--- src/hdl/mdm_pkg.sv ---
// Shared types, constants and the grading function of the deviation monitor.
// Used by every module under hdl; depends on nothing else.
package mdm_pkg;

    localparam int CHANNELS_MAX         = 8;
    localparam int CHANNEL_COUNT_DEF    = 8;
    localparam int TREND_WINDOW_DEF     = 50;
    localparam int LEVEL_W              = 16;
    localparam int PADDR_W              = 5;
    localparam int PDATA_W              = 32;

    typedef logic signed [LEVEL_W-1:0] t_level;
    typedef logic [LEVEL_W-1:0] t_limit;

    typedef enum logic [1:0] {
        GRADE_NORMAL = 2'd0,
        GRADE_WARN   = 2'd1,
        GRADE_CRIT   = 2'd2
    } t_grade;

    typedef enum logic [1:0] {
        MODE_CHANNEL  = 2'd0,
        MODE_EXPECTED = 2'd1,
        MODE_TREND    = 2'd2
    } t_mode;

    typedef enum logic [2:0] {
        REG_MODE        = 3'd0,
        REG_WARN_CH     = 3'd1,
        REG_CRIT_CH     = 3'd2,
        REG_WARN_EXP    = 3'd3,
        REG_CRIT_EXP    = 3'd4,
        REG_SLOPE_LIMIT = 3'd5
    } t_reg_idx;

    typedef struct packed {
        logic adv;
        logic load;
    } t_pipe_ctl;

    function automatic t_grade f_grade(input t_level v, input t_level ref_v,
                                       input t_limit warn, input t_limit crit);
        logic signed [LEVEL_W:0] d;
        logic [LEVEL_W:0]        m;
        d = (LEVEL_W+1)'(v) - (LEVEL_W+1)'(ref_v);
        m = d[LEVEL_W] ? (LEVEL_W+1)'(-d) : (LEVEL_W+1)'(d);
        if (m > {1'b0, crit}) begin
            return GRADE_CRIT;
        end else if (m > {1'b0, warn}) begin
            return GRADE_WARN;
        end
        return GRADE_NORMAL;
    endfunction

endpackage

--- src/hdl/mdm_median_lane.sv ---
// One channel lane: two-sample history and a registered three-sample median.
// Depends on mdm_pkg.
module mdm_median_lane
    import mdm_pkg::*;
(
    input  logic   i_clk,
    input  logic   i_rst_n,
    input  logic   i_load,
    input  t_level i_sample,
    output t_level o_median
);

    t_level r_h0;
    t_level r_h1;
    t_level r_median;

    function automatic t_level f_median3(input t_level a, input t_level b, input t_level c);
        t_level lo;
        t_level hi;
        lo = (a < b) ? a : b;
        hi = (a < b) ? b : a;
        if (c <= lo) begin
            return lo;
        end else if (c >= hi) begin
            return hi;
        end
        return c;
    endfunction

    always_ff @(posedge i_clk) begin
        if (!i_rst_n) begin
            r_h0 <= '0;
            r_h1 <= '0;
        end else if (i_load) begin
            r_h0 <= r_h1;
            r_h1 <= i_sample;
        end
    end

    always_ff @(posedge i_clk) begin
        if (i_load) begin
            r_median <= f_median3(r_h0, r_h1, i_sample);
        end
    end

    assign o_median = r_median;

endmodule

--- src/hdl/mdm_level_merge.sv ---
// Merging stage: sums the lane medians and takes the floored mean over three
// pipeline stages (offset sum, reciprocal multiply, remainder correction).
// Depends on mdm_pkg.
module mdm_level_merge
    import mdm_pkg::*;
#(
    parameter int CHANNEL_COUNT = CHANNEL_COUNT_DEF
) (
    input  logic   i_clk,
    input  logic   i_adv,
    input  t_level i_med [CHANNEL_COUNT],
    input  t_level i_exp,
    output t_level o_avg,
    output t_level o_med [CHANNEL_COUNT],
    output t_level o_exp
);

    localparam int U_W = LEVEL_W + $clog2(CHANNEL_COUNT);
    localparam logic [U_W-1:0] OFFSET = U_W'(CHANNEL_COUNT * 32768);
    localparam logic [U_W-1:0] RECIP  = U_W'((64'd1 << U_W) / CHANNEL_COUNT);
    localparam logic [U_W-1:0] NC     = U_W'(CHANNEL_COUNT);

    logic signed [U_W-1:0]  w_sum;
    logic [2*U_W-1:0]       w_prod;
    logic [U_W-1:0]         w_qn;
    logic [U_W-1:0]         w_rem;
    logic [LEVEL_W-1:0]     w_q;

    logic [U_W-1:0]         r_u2;
    logic [U_W-1:0]         r_u3;
    logic [LEVEL_W-1:0]     r_q3;
    t_level                 r_avg4;
    t_level                 r_med2 [CHANNEL_COUNT];
    t_level                 r_med3 [CHANNEL_COUNT];
    t_level                 r_med4 [CHANNEL_COUNT];
    t_level                 r_exp2;
    t_level                 r_exp3;
    t_level                 r_exp4;

    always_comb begin
        w_sum = '0;
        for (int c = 0; c < CHANNEL_COUNT; c++) begin
            w_sum = w_sum + U_W'(i_med[c]);
        end
    end

    assign w_prod = (2*U_W)'(r_u2) * (2*U_W)'(RECIP);
    assign w_qn   = U_W'(r_q3) * NC;
    assign w_rem  = r_u3 - w_qn;
    assign w_q    = (w_rem >= NC) ? r_q3 + LEVEL_W'(1) : r_q3;

    always_ff @(posedge i_clk) begin
        if (i_adv) begin
            r_u2   <= U_W'(w_sum) + OFFSET;
            r_u3   <= r_u2;
            r_q3   <= w_prod[U_W +: LEVEL_W];
            r_avg4 <= {~w_q[LEVEL_W-1], w_q[LEVEL_W-2:0]};
            r_exp2 <= i_exp;
            r_exp3 <= r_exp2;
            r_exp4 <= r_exp3;
            for (int c = 0; c < CHANNEL_COUNT; c++) begin
                r_med2[c] <= i_med[c];
                r_med3[c] <= r_med2[c];
                r_med4[c] <= r_med3[c];
            end
        end
    end

    assign o_avg = r_avg4;
    assign o_med = r_med4;
    assign o_exp = r_exp4;

endmodule

--- src/hdl/mdm_trend.sv ---
// Trend window: running level sums and the division-free least-squares slope
// test at window close, over three pipeline stages. Depends on mdm_pkg.
module mdm_trend
    import mdm_pkg::*;
#(
    parameter int TREND_WINDOW = TREND_WINDOW_DEF
) (
    input  logic      i_clk,
    input  logic      i_rst_n,
    input  t_pipe_ctl i_ctl,
    input  t_level    i_avg,
    input  t_limit    i_slope_limit,
    output logic      o_done,
    output logic      o_found
);

    localparam longint N    = TREND_WINDOW;
    localparam longint SX   = N * (N - 1) / 2;
    localparam longint SXX  = (N - 1) * N * (2 * N - 1) / 6;
    localparam longint DEN  = N * SXX - SX * SX;
    localparam int POS_W    = $clog2(TREND_WINDOW);
    localparam int SL_W     = LEVEL_W + $clog2(TREND_WINDOW);
    localparam int SW_W     = LEVEL_W + 1 + $clog2(SX + 1);
    localparam int NA_W     = SW_W + $clog2(N + 1);
    localparam int NB_W     = SL_W + $clog2(SX + 1);
    localparam int NUM_W    = ((NA_W > NB_W) ? NA_W : NB_W) + 2;
    localparam int LIM_W    = LEVEL_W + $clog2(DEN + 1);
    localparam int CMP_W    = (NUM_W > LIM_W) ? NUM_W : LIM_W;
    localparam logic signed [CMP_W-1:0] N_C   = CMP_W'(N);
    localparam logic signed [CMP_W-1:0] SX_C  = CMP_W'(SX);
    localparam logic [CMP_W-1:0]        DEN_C = CMP_W'(DEN);
    localparam logic [POS_W-1:0]        LAST  = POS_W'(TREND_WINDOW - 1);

    logic [POS_W-1:0]          r_pos;
    logic signed [SL_W-1:0]    r_sl;
    logic signed [SW_W-1:0]    r_sw;
    logic signed [SL_W-1:0]    r_fin_sl;
    logic signed [SW_W-1:0]    r_fin_sw;
    logic                      r_done5;
    logic signed [CMP_W-1:0]   r_nsw6;
    logic signed [CMP_W-1:0]   r_sxsl6;
    logic [CMP_W-1:0]          r_lim6;
    logic                      r_done6;
    logic                      r_done7;
    logic                      r_found7;

    logic signed [POS_W+LEVEL_W:0] w_wprod;
    logic signed [SL_W-1:0]        n_sl;
    logic signed [SW_W-1:0]        n_sw;
    logic                          w_close;
    logic signed [CMP_W-1:0]       w_num;
    logic [CMP_W-1:0]              w_mag;

    assign w_wprod = $signed({1'b0, r_pos}) * i_avg;
    assign n_sl    = r_sl + SL_W'(i_avg);
    assign n_sw    = r_sw + SW_W'(w_wprod);
    assign w_close = (r_pos == LAST);
    assign w_num   = r_nsw6 - r_sxsl6;
    assign w_mag   = w_num[CMP_W-1] ? CMP_W'(-w_num) : CMP_W'(w_num);

    always_ff @(posedge i_clk) begin
        if (!i_rst_n) begin
            r_pos <= '0;
            r_sl  <= '0;
            r_sw  <= '0;
        end else if (i_ctl.adv && i_ctl.load) begin
            if (w_close) begin
                r_pos <= '0;
                r_sl  <= '0;
                r_sw  <= '0;
            end else begin
                r_pos <= r_pos + POS_W'(1);
                r_sl  <= n_sl;
                r_sw  <= n_sw;
            end
        end
    end

    always_ff @(posedge i_clk) begin
        if (i_ctl.adv) begin
            r_done5  <= i_ctl.load && w_close;
            r_fin_sl <= n_sl;
            r_fin_sw <= n_sw;
            r_nsw6   <= CMP_W'(r_fin_sw) * N_C;
            r_sxsl6  <= CMP_W'(r_fin_sl) * SX_C;
            r_lim6   <= CMP_W'(i_slope_limit) * DEN_C;
            r_done6  <= r_done5;
            r_done7  <= r_done6;
            r_found7 <= r_done6 && (w_mag > r_lim6);
        end
    end

    assign o_done  = r_done7;
    assign o_found = r_found7;

endmodule

--- src/hdl/multichannel_deviation_monitor_unit.sv ---
// Top level of the multichannel deviation monitor: APB registers, lanes,
// grading and the pipeline control. Depends on mdm_pkg, mdm_median_lane,
// mdm_level_merge and mdm_trend.
//
// Usage
//   Input channel: i_valid / o_stall carry one sample set (eight channel
//   samples and the expected value). A transfer happens when i_valid is high
//   and o_stall is low. Output channel: o_valid / i_stall carry one result
//   per input item, in order.
//   Registers sit on the APB port at byte addresses 0x00..0x14; write them
//   only while no item is in flight.
//   Seven register stages lie between the input transfer and o_valid, the
//   first loaded at the transfer edge. One item per cycle is sustained
//   while the receiver does not stall: every lane and merge stage is a
//   registered pipeline stage, and the trend sums take one add per cycle.
//   When the receiver stalls a waiting result, the whole pipeline holds,
//   o_stall rises in the same cycle and the result stays put on the outputs.
//   Reset (synchronous, active low) clears the registers, median histories,
//   held grades, trend window and all valid bits.
module multichannel_deviation_monitor_unit
    import mdm_pkg::*;
#(
    parameter int CHANNEL_COUNT = CHANNEL_COUNT_DEF,
    parameter int TREND_WINDOW  = TREND_WINDOW_DEF
) (
    input  logic               i_clk,
    input  logic               i_rst_n,
    input  logic               psel,
    input  logic               penable,
    input  logic               pwrite,
    input  logic [PADDR_W-1:0] paddr,
    input  logic [PDATA_W-1:0] pwdata,
    output logic [PDATA_W-1:0] prdata,
    output logic               pready,
    input  logic               i_valid,
    output logic               o_stall,
    input  logic signed [15:0] i_sample_0,
    input  logic signed [15:0] i_sample_1,
    input  logic signed [15:0] i_sample_2,
    input  logic signed [15:0] i_sample_3,
    input  logic signed [15:0] i_sample_4,
    input  logic signed [15:0] i_sample_5,
    input  logic signed [15:0] i_sample_6,
    input  logic signed [15:0] i_sample_7,
    input  logic signed [15:0] i_expected_speed,
    output logic               o_valid,
    input  logic               i_stall,
    output logic [15:0]        o_channel_flags,
    output logic [1:0]         o_expected_state,
    output logic signed [15:0] o_average_level,
    output logic               o_trend_done,
    output logic               o_trend_found
);

    localparam int FLAGS_W = 2 * CHANNELS_MAX;

    logic [1:0] r_mode;
    t_limit     r_warn_ch;
    t_limit     r_crit_ch;
    t_limit     r_warn_exp;
    t_limit     r_crit_exp;
    t_limit     r_slope_limit;

    logic r_v1, r_v2, r_v3, r_v4, r_v5, r_v6, r_v7;
    logic w_adv;
    logic w_accept;
    logic w_load4;
    logic w_cfg_wr;

    t_level w_sample [CHANNELS_MAX];
    t_level w_med1 [CHANNEL_COUNT];
    t_level w_med4 [CHANNEL_COUNT];
    t_level w_avg4;
    t_level w_exp4;
    t_level r_exp1;

    logic [FLAGS_W-1:0] r_flags_held;
    logic [1:0]         r_exp_held;
    logic [FLAGS_W-1:0] n_flags_held;
    logic [1:0]         n_exp_held;
    logic               w_grade_ch;
    logic               w_grade_exp;
    t_level             w_ch_ref;

    logic [FLAGS_W-1:0] r_s5_flags, r_s6_flags, r_s7_flags;
    logic [1:0]         r_s5_exp, r_s6_exp, r_s7_exp;
    t_level             r_s5_avg, r_s6_avg, r_s7_avg;

    t_pipe_ctl w_trend_ctl;

    // handshake and pipeline advance
    assign o_stall  = r_v7 && i_stall;
    assign w_adv    = !o_stall;
    assign w_accept = i_valid && w_adv;
    assign w_load4  = r_v4 && w_adv;

    always_ff @(posedge i_clk) begin
        if (!i_rst_n) begin
            r_v1 <= 1'b0;
            r_v2 <= 1'b0;
            r_v3 <= 1'b0;
            r_v4 <= 1'b0;
            r_v5 <= 1'b0;
            r_v6 <= 1'b0;
            r_v7 <= 1'b0;
        end else if (w_adv) begin
            r_v1 <= i_valid;
            r_v2 <= r_v1;
            r_v3 <= r_v2;
            r_v4 <= r_v3;
            r_v5 <= r_v4;
            r_v6 <= r_v5;
            r_v7 <= r_v6;
        end
    end

    // configuration registers
    assign pready   = 1'b1;
    assign w_cfg_wr = psel && penable && pwrite && pready;

    always_ff @(posedge i_clk) begin
        if (!i_rst_n) begin
            r_mode        <= '0;
            r_warn_ch     <= '0;
            r_crit_ch     <= '0;
            r_warn_exp    <= '0;
            r_crit_exp    <= '0;
            r_slope_limit <= '0;
        end else if (w_cfg_wr) begin
            case (paddr[4:2])
                REG_MODE:        r_mode        <= pwdata[1:0];
                REG_WARN_CH:     r_warn_ch     <= pwdata[15:0];
                REG_CRIT_CH:     r_crit_ch     <= pwdata[15:0];
                REG_WARN_EXP:    r_warn_exp    <= pwdata[15:0];
                REG_CRIT_EXP:    r_crit_exp    <= pwdata[15:0];
                REG_SLOPE_LIMIT: r_slope_limit <= pwdata[15:0];
                default: begin
                end
            endcase
        end
    end

    always_comb begin
        case (paddr[4:2])
            REG_MODE:        prdata = PDATA_W'(r_mode);
            REG_WARN_CH:     prdata = PDATA_W'(r_warn_ch);
            REG_CRIT_CH:     prdata = PDATA_W'(r_crit_ch);
            REG_WARN_EXP:    prdata = PDATA_W'(r_warn_exp);
            REG_CRIT_EXP:    prdata = PDATA_W'(r_crit_exp);
            REG_SLOPE_LIMIT: prdata = PDATA_W'(r_slope_limit);
            default:         prdata = '0;
        endcase
    end

    // lanes
    assign w_sample[0] = i_sample_0;
    assign w_sample[1] = i_sample_1;
    assign w_sample[2] = i_sample_2;
    assign w_sample[3] = i_sample_3;
    assign w_sample[4] = i_sample_4;
    assign w_sample[5] = i_sample_5;
    assign w_sample[6] = i_sample_6;
    assign w_sample[7] = i_sample_7;

    for (genvar c = 0; c < CHANNEL_COUNT; c++) begin : g_lane
        mdm_median_lane u_lane (
            .i_clk    (i_clk),
            .i_rst_n  (i_rst_n),
            .i_load   (w_accept),
            .i_sample (w_sample[c]),
            .o_median (w_med1[c])
        );
    end

    always_ff @(posedge i_clk) begin
        if (w_accept) begin
            r_exp1 <= i_expected_speed;
        end
    end

    mdm_level_merge #(
        .CHANNEL_COUNT (CHANNEL_COUNT)
    ) u_merge (
        .i_clk (i_clk),
        .i_adv (w_adv),
        .i_med (w_med1),
        .i_exp (r_exp1),
        .o_avg (w_avg4),
        .o_med (w_med4),
        .o_exp (w_exp4)
    );

    // grading
    assign w_grade_ch  = (r_mode == MODE_CHANNEL) || (r_mode == MODE_TREND);
    assign w_grade_exp = (r_mode == MODE_EXPECTED);
    assign w_ch_ref    = (r_mode == MODE_CHANNEL) ? w_avg4 : w_exp4;

    always_comb begin
        n_flags_held = '0;
        for (int c = 0; c < CHANNEL_COUNT; c++) begin
            n_flags_held[2*c +: 2] = f_grade(w_med4[c], w_ch_ref, r_warn_ch, r_crit_ch);
        end
        if (!w_grade_ch) begin
            n_flags_held = r_flags_held;
        end
        n_exp_held = w_grade_exp ? f_grade(w_exp4, w_avg4, r_warn_exp, r_crit_exp)
                                 : r_exp_held;
    end

    always_ff @(posedge i_clk) begin
        if (!i_rst_n) begin
            r_flags_held <= '0;
            r_exp_held   <= GRADE_NORMAL;
        end else if (w_load4) begin
            r_flags_held <= n_flags_held;
            r_exp_held   <= n_exp_held;
        end
    end

    always_ff @(posedge i_clk) begin
        if (w_adv) begin
            r_s5_flags <= n_flags_held;
            r_s5_exp   <= n_exp_held;
            r_s5_avg   <= w_avg4;
            r_s6_flags <= r_s5_flags;
            r_s6_exp   <= r_s5_exp;
            r_s6_avg   <= r_s5_avg;
            r_s7_flags <= r_s6_flags;
            r_s7_exp   <= r_s6_exp;
            r_s7_avg   <= r_s6_avg;
        end
    end

    // trend window
    assign w_trend_ctl.adv  = w_adv;
    assign w_trend_ctl.load = r_v4 && (r_mode == MODE_TREND);

    mdm_trend #(
        .TREND_WINDOW (TREND_WINDOW)
    ) u_trend (
        .i_clk         (i_clk),
        .i_rst_n       (i_rst_n),
        .i_ctl         (w_trend_ctl),
        .i_avg         (w_avg4),
        .i_slope_limit (r_slope_limit),
        .o_done        (o_trend_done),
        .o_found       (o_trend_found)
    );

    assign o_valid          = r_v7;
    assign o_channel_flags  = r_s7_flags;
    assign o_expected_state = r_s7_exp;
    assign o_average_level  = r_s7_avg;

endmodule
--- config.mk ---
export PLATFORM = sky130hd
export DESIGN_NAME = multichannel_deviation_monitor_unit
export DESIGN_NICKNAME = d
export VERILOG_FILES = /design/src/hdl/mdm_pkg.sv /design/src/hdl/mdm_median_lane.sv /design/src/hdl/mdm_level_merge.sv /design/src/hdl/mdm_trend.sv /design/src/hdl/multichannel_deviation_monitor_unit.sv
export SDC_FILE = /design/constraint.sdc
export NUM_CORES = 2
export LEC_CHECK = 0
export ABC_AREA = 1
export BUFFER_PORTS_ARGS = -buffer_cell sky130_fd_sc_hd__buf_4
export CORE_ASPECT_RATIO = 0.7
export CORE_MARGIN = 3
export CORE_UTILIZATION = 56
export DETAILED_ROUTE_END_ITERATION = 10
export PLACE_DENSITY = 0.73
export SETUP_SLACK_MARGIN = 0.2
export SLEW_MARGIN = 40
export SYNTH_ARGS = -nofsm -noshare
export SYNTH_HDL_FRONTEND = slang
export SYNTH_SLANG_ARGS = --single-unit
--- constraint.sdc ---
create_clock -name i_clk -period 46.6 [get_ports i_clk]
set_clock_uncertainty 0.05 [all_clocks]
set_input_delay 9.32 -clock i_clk [delete_from_list [all_inputs] [get_ports i_clk]]
set_output_delay 9.32 -clock i_clk [all_outputs]
set_load 0.005 [all_outputs]
# After elaboration in Yosys (flattened, before gate mapping)
# Memories as Yosys holds them, arrays and structs flattened. A register that Yosys moved wholly into a read port is not among the register bits.
# Index checks and enable logic that the tools add are counted.
# W data, S select, Z words.
[totals]
ff_bits = 943
ramBits = 256
output_inout_bits = 71
wordCells = 315
mem_count = 2
[mem_list]
columns = ["memory", "words", "width", "rd", "rd_clocked_by_memory_dff", "wr", "line_no", "rtl"]
rows = [
  ["u_merge.r_med2", 8, 16, 8, 0, 8, "mdm_level_merge.sv:33", "t_level r_med2 [CHANNEL_COUNT];"],
  ["u_merge.r_med3", 8, 16, 8, 8, 8, "mdm_level_merge.sv:34", "t_level r_med3 [CHANNEL_COUNT];"],
]
[classes]
add_sub_neg = 33
mul = 4
n_lt_le_gt_ge = 44
n_eq_ne = 8
muxes = 128
bitwise_logic = 1
n_reduce_logical = 27
[ops]
columns = ["cell", "count"]
rows = [
  ["$mux W16", 43],
  ["$gt A17 B16 Y1", 18],
  ["$mux W17", 9],
  ["$neg A17 Y17", 9],
  ["$sub A16 B16 Y17", 9],
  ["$ge A16 B16 Y1", 8],
  ["$le A16 B16 Y1", 8],
  ["$lt A16 B16 Y1", 8],
  ["$pmux W16 S6", 1],
  ["$add A19 B16 Y19", 5],
  ["$mux W2", 28],
  ["$mux W1", 43],
  ["$gt A36 B35 Y1", 1],
  ["$mux W36", 1],
  ["$neg A36 Y36", 1],
  ["$sub A36 B36 Y36", 1],
  ["$mul A16 B19 Y35 const B", 1],
  ["$mul A22 B12 Y34 const B", 1],
  ["$mul A28 B6 Y34 const B", 1],
  ["$add A28 B23 Y28", 1],
  ["$mux W28", 1],
  ["$mul A7 B16 Y23", 1],
  ["$add A22 B16 Y22", 1],
  ["$mux W22", 1],
  ["other kinds (21)", 44],
]

# Logic depth before layout (Yosys ltp)
[depth]
word_depth = 10
depth_mapped = 37

# By module
# Synthesis repeated with hierarchy kept, for this count alone.
[hier_totals]
cells_unflattened = 12824
hier_area_um2 = 105187.1
[modules_own_cells]
columns = ["module", "instances", "cells_per_inst", "area_per_inst_um2", "seq_area_each_um2"]
rows = [
  ["mdm_trend", 1, 3748, 30717.0, 5835.6],
  ["mdm_median_lane", 8, 494, 3624.7, 1121.1],
  ["multichannel_deviation_monitor_unit", 1, 4084, 26854.5, 5685.5],
  ["mdm_level_merge", 1, 1040, 18617.9, 14413.8],
]

# Least setup slack after synthesis
# No wires, ideal clock.
[synth_path]
path_kind = "input-to-output"
start = "in i_stall"
end = "out o_stall"
t_arrival_ns = 26.560
required_time_ns = 37.230
setup_slack_ns = 10.670
stages = 2
cell_sequence = "nand2_1 inv_2"
[synth_via]
elab_chain_len = 1
[synth_lines]
columns = ["element", "line_no", "rtl"]
rows = [
  ["start: declaration", "multichannel_deviation_monitor_unit.sv:47", "input logic i_stall,"],
  ["$logic_and A1 B1 Y1", "multichannel_deviation_monitor_unit.sv:92", "assign o_stall = r_v7 && i_stall;"],
  ["end: declaration", "multichannel_deviation_monitor_unit.sv:36", "output logic o_stall,"],
]
# Every way passes these cells.

# Worst setup path after layout
[layout_path]
start = "in paddr[4]"
end = "out prdata[2]"
[layout_via]
elab_chain_len = 2
elab_cells_between_ends = 7
cone_classes = "eq/ne: 5; mux: 1; reduce/logical: 1"
[layout_lines]
columns = ["element", "line_no", "rtl"]
rows = [
  ["start: declaration", "multichannel_deviation_monitor_unit.sv:31", "input logic [PADDR_W-1:0] paddr,"],
  ["$eq A3 B3 Y1, or another cell as far along", "multichannel_deviation_monitor_unit.sv:144", "case (paddr[4:2])"],
  ["$pmux W16 S6 (*)", "multichannel_deviation_monitor_unit.sv:144", ""],
  ["end: declaration", "multichannel_deviation_monitor_unit.sv:33", "output logic [PDATA_W-1:0] prdata,"],
]
# Every way passes the cells marked *; elsewhere a longest branch is shown, timed or not.

==> results.py <==
metrics = {
    "worst_setup_path": {
        "crit_path_end_kind": "primary output",
        "worstSetupPathType": "primary input to primary output",
        "crit-reg2reg-capture": "u_merge.r_u2[18]",
        "path_common_cell": "buf_4",
        "crit_family": "buffers and inverters",
        "cp_slowest_stage_delay_ps": 500,
        "r2r_cells": 26,
        "cp.required_ps": 37230,
        "cp.arrival_ps": 11120,
        "timing.critical_path.from": "paddr[4]",
        "cp_cell_sequence": "buf_4, nor3_2, clkinv_1, o22ai_1, a21oi_1, o221ai_1, buf_4",
        "crit_fanout": 10,
        "setup.worst_path.end": "prdata[2]",
        "worst-path-buf-inv": 3,
        "crit_path_top_delay_cell": "nor3_2",
        "ff2ff_setup_slack_ps": 39300,
        "r2r_start": "g_lane[1].u_lane.o_median[1]",
        "path_depth": 7,
        "timing.critical_path.from_type": "primary input",
    },
    "sta": {
        "timing_hold_violations_final": 0,
        "maxSlewViolCount": 0,
        "timing.final.crit_period_ps": 20490,
        "timing.final.ws_setup_ps": 26110,
        "setup-tns-final_ps": 0,
        "setup_viol_count_final": 0,
        "final.period_utilization_pct": 44.0,
        "tightest_slew_ps": 920,
        "timing.slew.headroom_pct": 38.6,
        "unrepaired_setup_endpoints_after_global_routing": "false",
        "max_freq_mhz": 48.8,
    },
    "logic_synthesis": {
        "synth.lib_cells_used.distinct": 61,
        "synth_enable_flop_cells": 883,
        "async_reset_ff_share_pct": 0,
        "syn-instance-count": 12000,
        "yosysWarningCount": 0,
        "syn-cell-area_sq_mm": 0.101,
        "synth_area_per_cell_sq_um": 8.46,
        "synth_flop_cell": "edfxtp_1",
        "synth.yosys.seq_area_share_pct": 34.5,
        "ys_ff_latch": 1302,
    },
    "finish": {
        "nNetsFinal": 14100,
        "proportion_of_layout_cells_with_a_drive_suffix_above_1_pct": 5.12,
        "fillCellCount": 15100,
        "area_growth_pct": 8.67,
    },
    "clocking": {
        "htreeDepth": 4,
        "cts_inserted_buffers": 135,
        "clock_root_buffer_master": "clkbuf_16",
        "tritoncts": "yes",
        "cts.reportedPaths.clkPinSlew_ps": 60,
        "max-clock-path-buffers": 3,
        "cts_sinks": 1302,
        "cts_post_setup_buffers_inserted": 0,
        "clk-insertion-delay-late_ps": 800,
        "cts_hold_repair.buffers": 0,
        "gates_resized_cts_repair": 0,
    },
    "floorplan": {
        "die_w_um": 514,
        "starting_density_of_the_core_pct": 56.8,
        "dieArea_sq_mm": 0.186,
        "core_sq_mm": 0.178,
        "io_pins": 259,
        "floorplan_die_height_um": 362,
        "num_rows": 129,
    },
    "global_route": {
        "grt_pass1_vias": 78700,
        "grt_max_degree": 177,
        "grt_antenna_before_repair": 16,
        "grt_first_pass_wirelength_um": 449000,
        "groute.usage.overall_pct": 30.8,
        "overflow": 0,
    },
    "detailed_routing": {
        "post_drt_wl_per_cell_um": 19.9,
        "drt-pass1-iter-count": 6,
        "drt_first_iter_violations": 9493,
        "post-route-drc-count": 0,
        "detailroute.via_count": 83800,
        "postRouteAntennaNets": 0,
        "routed_wirelength_um": 291000,
        "viasPerCell": 5.74,
    },
    "status": {
        "outcome": "finished clean",
    },
    "worst_hold_path": {
        "min_path_type": "flip-flop to flip-flop",
    },
    "placement": {
        "post_place_worst_slack_ps": 26180,
        "io_buffer_count": 223,
        "routabilityCongestion": 0.947,
        "dpl.hpwl_um": 227000,
    },
    "job": {
        "count_of_max_cap_constraint_violations": 0,
    },
}
area by class of cell:
cell class / instances / area, sq um / share of cell area, %
flip-flops and latches: 1302 / 34900 / 31.7
diodes: 4 / 10.0 / 0.00910
clock inverters: 89 / 946 / 0.860
clock buffers: 160 / 3600 / 3.27
multi-input cells: 8604 / 58600 / 53.3
inverters: 1799 / 6770 / 6.15
well taps: 2358 / 2950 / 2.68
repair buffers: 284 / 2260 / 2.06
routing by layer:
layer / vias up / track usage [%] / wire length, um
met3: 351 / 6.15 / 30900
li1: 40300 / - / -
met1: 39500 / 48.8 / 139000
met5: - / 0 / 48
met4: 8 / 6.46 / 5520
met2: 3584 / 43.2 / 116000
worst min path at each step:
stage / startpoint / cells past startpoint / end
after CTS: r_s6_flags[6] / 0 / o_channel_flags[6]
final: r_s6_flags[6] / 0 / o_channel_flags[6]
after floorplan: r_s6_avg[0] / 0 / o_average_level[0]
after global placement: u_merge.r_exp3[6] / 0 / u_merge.o_exp[6]
after global routing: u_merge.r_med2[0][59] / 0 / u_merge.r_med3[3][11]
after detailed placement: r_s5_exp[0] / 0 / r_s6_exp[0]
layout by cell type (no fill, tap or decap), types with 22 or more instances in the layout:
cell       instances
nand2_1         2369
inv_1           1771
ha_1            1361
a21oi_1         1040
edfxtp_1         883
nand3_1          824
o21ai_0          660
nor2_1           627
dfxtp_1          415
fa_1             398
xor2_1           271
buf_4            267
and2_1           195
clkbuf_16        139
xnor2_1          132
nand4_1          124
nor3_1            93
o21bai_1          45
nand3b_1          45
a21o_1            37
a31oi_1           37
o21a_1            36
nor4_1            27
o21ai_1           25
nand2_2           24
a211oi_1          23
clkinv_1          22
synth_stat cells, types with 93 or more instances:
cell,count,area [sq um]
inv_1,1774,6660
xnor2_1,133,1160
nand3_1,824,4120
clkbuf_1,190,713
nand2_1,2377,8920
edfxtp_1,883,26500
nor3_1,93,465
fa_1,398,7970
ha_1,1361,17000
xor2_1,271,2370
and2_1,195,1220
a21oi_1,1041,5210
nor2_1,631,2370
o21ai_0,676,3380
dfxtp_1,419,8390
nand4_1,124,776
sequential cells by signal, summed over array words and instances, names as in the netlist, 22 cells and up:
| signal | flops |
|---|---|
| u_trend.r_nsw6 | 34 |
| g_lane.u_lane.o_median | 128 |
| u_trend.r_sxsl6 | 34 |
| g_lane.u_lane.r_h1 | 128 |
| u_trend.r_lim6 | 35 |
| u_trend.r_sw | 28 |
| u_merge.r_med3 | 128 |
| u_trend.r_sl | 22 |
| u_trend.r_fin_sw | 28 |
| u_merge.r_med2 | 128 |
| u_trend.r_fin_sl | 22 |
| g_lane.u_lane.r_h0 | 128 |
| u_merge.o_med | 128 |
cells by family after synthesis:
| kind of cell | share of synthesized area (%) |
|---|---|
| compound gates | 10.7 |
| xor+xnor | 3.54 |
| fa+ha+maj | 24.7 |
| buf+inv | 7.84 |
| flops | 34.5 |
| other cells | 0.00742 |
| simple gates | 18.8 |
metrics by stage:
step | instance area (sq um) | util [%] | instances | hold WS [ps]
after floorplan | 101000 | - | 12000 | 350
after global placement | 105000 | 59.1 | 14300 | 351
after detailed placement | 105000 | 59.1 | 14300 | 355
after CTS | 110000 | 61.7 | 14600 | 353
after global routing | 110000 | 61.8 | 14600 | 369
final | 110000 | 61.8 | 14600 | 357
Power is left out: the tool's default activity adds up to more than one toggle a clock period on the data nets, which glitch-free logic cannot reach.
